**src/rtl/core/mosaic_block_average_macros.svh**
```systemverilog
// assertion macros for the mosaic block averager
`ifndef MOSAIC_BLOCK_AVERAGE_MACROS_SVH
`define MOSAIC_BLOCK_AVERAGE_MACROS_SVH

// same-cycle implication, checked out of reset
`define MBA_ASSERT_NOW(lbl, ante, cons, msg) \
    lbl: assert property (@(posedge i_clk) disable iff (!i_rst_n) (ante) |-> (cons)) \
        else $error(msg);

// next-cycle implication, checked out of reset
`define MBA_ASSERT_NEXT(lbl, ante, cons, msg) \
    lbl: assert property (@(posedge i_clk) disable iff (!i_rst_n) (ante) |=> (cons)) \
        else $error(msg);

`endif

```
**src/rtl/core/mba_pkg.sv**
```systemverilog
// shared types and constants of the mosaic block averager
`timescale 1ns / 1ps
package mba_pkg;
    localparam int DEF_MAX_REGION_WIDTH  = 4096;
    localparam int DEF_MAX_REGION_HEIGHT = 4096;
    localparam int DEF_MAX_BLOCK         = 255;

    localparam int PIX_W     = 8;
    localparam int SUM_W     = 24;
    localparam int CNT_W     = 16;
    localparam int IDX_W     = 12;
    localparam int DIM_W     = 13;
    localparam int BLK_W     = 8;
    localparam int DIV_STEPS = SUM_W;
    localparam int STEP_W    = $clog2(DIV_STEPS);

    localparam logic [1:0] CFG_REGION_WIDTH  = 2'd0;
    localparam logic [1:0] CFG_REGION_HEIGHT = 2'd1;
    localparam logic [1:0] CFG_BLOCK_SIZE    = 2'd2;

    typedef enum logic [2:0] {
        ST_CLEAR,
        ST_IDLE,
        ST_READ,
        ST_UPDATE,
        ST_DIVIDE,
        ST_OUTPUT
    } t_state;

    typedef struct packed {
        logic clr_en;
        logic take;
        logic rd_en;
        logic upd;
        logic div_en;
        logic out_load;
    } t_ctrl_cmd;

    typedef struct packed {
        logic clr_done;
        logic emit;
        logic div_done;
        logic out_busy;
    } t_ctrl_sts;
endpackage

```
**src/rtl/core/mba_ctrl.sv**
```systemverilog
// controller state machine of the mosaic block averager
`timescale 1ns / 1ps
module mba_ctrl (
    input  logic               i_clk,
    input  logic               i_rst_n,
    input  logic               i_valid,
    output logic               o_stall,
    input  mba_pkg::t_ctrl_sts i_sts,
    output mba_pkg::t_ctrl_cmd o_cmd
);
    import mba_pkg::*;

    t_state r_state;
    t_state n_state;

    always_ff @(posedge i_clk) begin
        if (!i_rst_n) begin
            r_state <= ST_CLEAR;
        end else begin
            r_state <= n_state;
        end
    end

    always_comb begin
        n_state = r_state;
        case (r_state)
            ST_CLEAR: begin
                if (i_sts.clr_done) n_state = ST_IDLE;
            end
            ST_IDLE: begin
                if (i_valid) n_state = ST_READ;
            end
            ST_READ: begin
                n_state = ST_UPDATE;
            end
            ST_UPDATE: begin
                n_state = i_sts.emit ? ST_DIVIDE : ST_IDLE;
            end
            ST_DIVIDE: begin
                if (i_sts.div_done) n_state = ST_OUTPUT;
            end
            ST_OUTPUT: begin
                if (!i_sts.out_busy) n_state = ST_IDLE;
            end
            default: begin
                n_state = ST_IDLE;
            end
        endcase
    end

    always_comb begin
        o_cmd   = '0;
        o_stall = 1'b1;
        case (r_state)
            ST_CLEAR: begin
                o_cmd.clr_en = 1'b1;
            end
            ST_IDLE: begin
                o_stall    = 1'b0;
                o_cmd.take = i_valid;
            end
            ST_READ: begin
                o_cmd.rd_en = 1'b1;
            end
            ST_UPDATE: begin
                o_cmd.upd = 1'b1;
            end
            ST_DIVIDE: begin
                o_cmd.div_en = 1'b1;
            end
            ST_OUTPUT: begin
                o_cmd.out_load = !i_sts.out_busy;
            end
            default: begin
                o_stall = 1'b1;
            end
        endcase
    end
endmodule

```
**config.mk**
```make
export PLATFORM = sky130hd
export DESIGN_NAME = mba_ctrl
export DESIGN_NICKNAME = d
export VERILOG_FILES = /design/src/rtl/core/mosaic_block_average_macros.svh /design/src/rtl/core/mba_pkg.sv /design/src/rtl/core/mba_ctrl.sv
export SDC_FILE = /design/constraint.sdc
export NUM_CORES = 1
export LEC_CHECK = 0
export BUFFER_PORTS_ARGS = -buffer_cell sky130_fd_sc_hd__buf_2
export CAP_MARGIN = 20
export CORE_AREA = 3 3 40 42
export DETAILED_ROUTE_END_ITERATION = 6
export DIE_AREA = 0 0 43 45
export GPL_ROUTABILITY_DRIVEN = 0
export SLEW_MARGIN = 10
export SYNTH_ARGS = -nofsm -noshare
export SYNTH_HDL_FRONTEND = slang
export SYNTH_SLANG_ARGS = --single-unit
```
**constraint.sdc**
```tcl
create_clock -name i_clk -period 1.45 [get_ports i_clk]
set_input_delay 0 -clock i_clk [delete_from_list [all_inputs] [get_ports i_clk]]
set_output_delay 0 -clock i_clk [all_outputs]
set_load 0.05 [all_outputs]
```
# == Word level (Yosys, flattened, before mapping) ==
# Index checks and enable logic that the tools add are counted.
# classes
muxes,13
reduce_logical,3
eq_ne,9
# ops
cell,n
$pmux W3 S6,1
$mux W3,5
$ne A2 B2 Y1 const B,4
$mux W1,7
$eq A3 B2 Y1 const B,2
$eq A3 B3 Y1 const B,2
$reduce_and A4 Y1,1
$eq A3 B1 Y1 const B,1
$logic_not A3 Y1,1
$logic_not A1 Y1,1
# totals
inputBits,7
ff_bits,3
word_cells,26
out_inout_bits,7

# == Longest topological paths before layout ==
# depth
ltp_word,3
ltp_mapped,4
mapped_depth_nobuf,3

# == Least setup slack after synthesis ==
# No wires, ideal clock.
# synth_path
path_type,reg-to-output
startpoint,register r_state[1]
endpoint,output o_cmd[3] (netlist bit)
setup_slack_ns,-0.149
arrival_time_ns,1.599
stages_incl_launch_ff,3
required_time_ns,1.450
n_path_buf,1
path_cell_list,dfxtp_1 > buf_6 > nor3b_1
# synth_lines
item,line,source
from (decl),mba_ctrl.sv:13,t_state r_state;
from (signal assigned),mba_ctrl.sv:20,r_state <= n_state;
to (decl),mba_ctrl.sv:9,output mba_pkg::t_ctrl_cmd o_cmd

==> run_summary.xml <==
<?xml version="1.0" encoding="UTF-8"?>
<metrics>
  <group name="layout">
    <metric name="register_with_the_highest_flop_count" unit="">r_state</metric>
    <metric name="layout_top_registers" unit="">r_state: 3 flops</metric>
    <metric name="final_util" unit="">0.3028</metric>
    <metric name="share_of_cells_above_drive_strength_1" unit="">0.6444</metric>
    <metric name="largest_register_ffs" unit="">3</metric>
    <metric name="fillCellCount" unit="">137</metric>
    <metric name="total_nets_final" unit="">53</metric>
    <metric name="antennaDiodeCount" unit="">0</metric>
    <metric name="area.growth.synth_to_final" unit="%">37.61</metric>
  </group>
  <group name="clock_tree">
    <metric name="cts-buffers-inserted" unit="">3</metric>
    <metric name="cts_tree" unit="">done</metric>
    <metric name="insertion_delay" unit="ns">0.23</metric>
    <metric name="ctsHtreeMaxLevel" unit="">1</metric>
    <metric name="tritoncts_num_sinks" unit="">3</metric>
    <metric name="clk_pin_slew" unit="ns">0.04</metric>
    <metric name="max-clock-path-buffers" unit="">2</metric>
    <metric name="cts_hold_buffers" unit="">0</metric>
    <metric name="post-cts-setup-buffer-count" unit="">0</metric>
    <metric name="root_buf_cell" unit="">clkbuf_4</metric>
  </group>
  <group name="timing">
    <metric name="tightest_slew" unit="ns">0.4675</metric>
    <metric name="max-slew-margin-rel" unit="">0.6879</metric>
    <metric name="maxClockFrequency" unit="MHz">743.6</metric>
    <metric name="setup_violations" unit="">0</metric>
    <metric name="finalSetupTns" unit="ns">0</metric>
    <metric name="slew_viol_final" unit="">0</metric>
    <metric name="final_hold_viol_count" unit="">0</metric>
    <metric name="final_clock_skew" unit="ns">0.003049</metric>
    <metric name="timing.final.crit_period" unit="ns">1.345</metric>
    <metric name="rsz_0062_raised_after_global_routing" unit="">no</metric>
    <metric name="final_period_util" unit="">0.9274</metric>
  </group>
  <group name="synthesis">
    <metric name="synth_top_cells_by_count" unit="">dfxtp_1, mux2i_1, nor3b_1</metric>
    <metric name="synthTopCellsByArea" unit="">dfxtp_1, mux2i_1, buf_6</metric>
    <metric name="async_flop_share" unit="">0</metric>
    <metric name="netlist_instances" unit="">31</metric>
    <metric name="synthDistinctLibCells" unit="">20</metric>
    <metric name="mappedNetlistArea" unit="um^2">282.8</metric>
    <metric name="ys_seq_area_frac" unit="">0.2124</metric>
    <metric name="mappedNetlistNets" unit="">38</metric>
    <metric name="synth_top_flop_cell" unit="">dfxtp_1</metric>
    <metric name="synth_area_leader_cell" unit="">dfxtp_1</metric>
    <metric name="postSynthRegisterBits" unit="">3</metric>
    <metric name="syn-mean-instance-area" unit="um^2">9.122</metric>
    <metric name="synth_enable_flop_cells" unit="">0</metric>
    <metric name="yosysWarningCount" unit="">0</metric>
    <metric name="yosys.area.top_type_share" unit="">0.2124</metric>
  </group>
  <group name="die">
    <metric name="chipWidth" unit="um">43</metric>
    <metric name="design.core.area" unit="um^2">1285</metric>
    <metric name="io-pin-count" unit="">14</metric>
    <metric name="std_cell_rows" unit="">13</metric>
    <metric name="initial_util" unit="">0.2201</metric>
    <metric name="dieHeight" unit="um">45</metric>
    <metric name="die_area" unit="um^2">1935</metric>
  </group>
  <group name="routing">
    <metric name="detail_route.iter0.violations" unit="">5</metric>
    <metric name="route.vias.total" unit="">258</metric>
    <metric name="vias_per_cell" unit="">4.300</metric>
    <metric name="post-route-drc-count" unit="">0</metric>
    <metric name="wire_per_inst" unit="um">10.25</metric>
    <metric name="dr.pass1.iters" unit="">4</metric>
    <metric name="drt-total-wl" unit="um">615</metric>
    <metric name="antenna_left" unit="">0</metric>
  </group>
  <group name="placed_design">
    <metric name="hpwlAfterDp" unit="um">489.8</metric>
    <metric name="port_buffers" unit="">13</metric>
  </group>
  <group name="setup_path">
    <metric name="critical_path.max_fanout" unit="">10</metric>
    <metric name="startpoint_type" unit="">flip-flop</metric>
    <metric name="setup.worst_path.end_class" unit="">output port</metric>
    <metric name="start_to_end_type_of_the_worst_setup_path" unit="">flip-flop to output port</metric>
    <metric name="critPathRequiredTime" unit="ns">1.45</metric>
    <metric name="critical_path_arrival" unit="ns">1.34</metric>
  </group>
  <group name="worst_hold_path">
    <metric name="timing.hold.worst.class" unit="">input port to flip-flop</metric>
  </group>
  <group name="global_routing">
    <metric name="grt_overflow" unit="">0</metric>
    <metric name="first_global_vias" unit="">242</metric>
    <metric name="grt_usage" unit="">0.06822</metric>
    <metric name="grt_max_degree" unit="">13</metric>
    <metric name="first_pass_grt_wire_length" unit="um">972</metric>
    <metric name="initial_antenna_violation_count" unit="">0</metric>
  </group>
  <group name="pwr">
    <metric name="seq_power_share" unit="">0.294</metric>
    <metric name="clock_power_share" unit="">0.404</metric>
    <metric name="cellPowerDensity" unit="nW/um^2">929.9</metric>
    <metric name="switching_share" unit="">0.3579</metric>
    <metric name="power.total" unit="W">0.0003618</metric>
    <metric name="power.static_leakage" unit="nW">0.1669</metric>
    <metric name="p_int" unit="W">0.0002323</metric>
    <metric name="power.switching" unit="W">0.0001295</metric>
    <metric name="share_comb_of_total_power" unit="">0.302</metric>
    <metric name="ir_drop_worst_vdd" unit="V">0.0004008</metric>
  </group>
  <group name="run">
    <metric name="timing.max_cap.violations" unit="">0</metric>
  </group>
  <group name="outcome">
    <metric name="status" unit="">finished, final reports clean</metric>
  </group>
</metrics>
==> per-stage QoR <==
stage | hold WS, ns | instances | cell area (um^2) | worst slack (ns)
after floorplan | 0.1384 | 31 | 306.5 | 0.1381
after global placement | 0.2870 | 56 | 360.3 | 0.2572
after detailed placement | 0.3000 | 56 | 360.3 | 0.1789
after CTS | 0.04289 | 60 | 387.9 | 0.01452
after global routing | 0.05766 | 60 | 389.1 | 0.005709
final | 0.05586 | 60 | 389.1 | 0.1053
==> cell usage in the layout, fill, tap and decap left out <==
cell type  instances
nor3b_4            1
inv_1              1
o21ai_0            1
and3b_2            1
nor2b_4            1
nor2b_1            1
buf_2             13
nor3_2             1
mux2i_1            3
clkbuf_4           3
dfxtp_2            2
clkbuf_1           1
and4b_2            1
nand2_1            1
nor2_2             1
a21oi_1            2
o21ai_1            1
nand2b_2           2
nor2_1             1
nor3b_1            1
a32oi_2            1
nand2b_1           2
nor3b_2            2
dfxtp_1            1
==> critical path, cell delays in order, from the launching register on <==
cell,delay (ns)
dfxtp_1,0.60
nor3b_2,0.23
buf_2,0.28
==> power by group through the flow <==
stage,Combinational (W),Clock [W],Sequential (W)
after floorplan,0.000107,0,0.0000908
after global placement,0.000110,0,0.000107
after detailed placement,0.000110,0,0.000108
after CTS,0.000110,0.000153,0.000107
after global routing,0.000117,0.000162,0.000109
final,0.000109,0.000146,0.000106
==> final timing paths <==
| path | start | depth (start not counted) | slack [ns] | to |
|---|---|---|---|---|
| min | i_rst_n | 3 | 0.06 | r_state[0]$_SDFFE_PN0P_ |
| min reg2reg | r_state[2]$_SDFFE_PN0P_ | 1 | 0.56 | r_state[1]$_SDFFE_PN0P_ |
| max reg2reg | r_state[1]$_SDFFE_PN0P_ | 3 | 0.21 | r_state[2]$_SDFFE_PN0P_ |
| max | r_state[1]$_SDFFE_PN0P_ | 2 | 0.11 | o_cmd[3] |
==> per-layer routing <==
metal	GRT usage	vias to the layer above	part of all wire
met4	0.03614	0	0
li1	-	136	-
met3	0.02789	0	0.12
met5	0	-	0
met2	0.1078	15	0.47
met1	0.07933	107	0.41
==> final cells by class <==
| type | count | area [um^2] | share of cell area |
|---|---|---|---|
| multi-input cells | 24 | 212.7 | 0.5466 |
| flip-flops and latches | 3 | 62.56 | 0.1608 |
| repair buffers | 13 | 65.06 | 0.1672 |
| clock buffers | 4 | 26.28 | 0.06752 |
| well taps | 15 | 18.77 | 0.04823 |
| inverters | 1 | 3.754 | 0.009646 |
==> kinds of logic after synthesis <==
kind of cell           synth area share
and+or+nand+nor                  0.4336
AOI/OAI and AO/OA                0.1283
buffers and inverters            0.1195
muxes                            0.1062
DFF                              0.2124
==> what timing repair did <==
action                     in CTS  in global routing
pin swaps                       0                  0
setup endpoints to repair       1                  1
gates resized for setup         1                  1
Power figures use the tool's default switching activity.
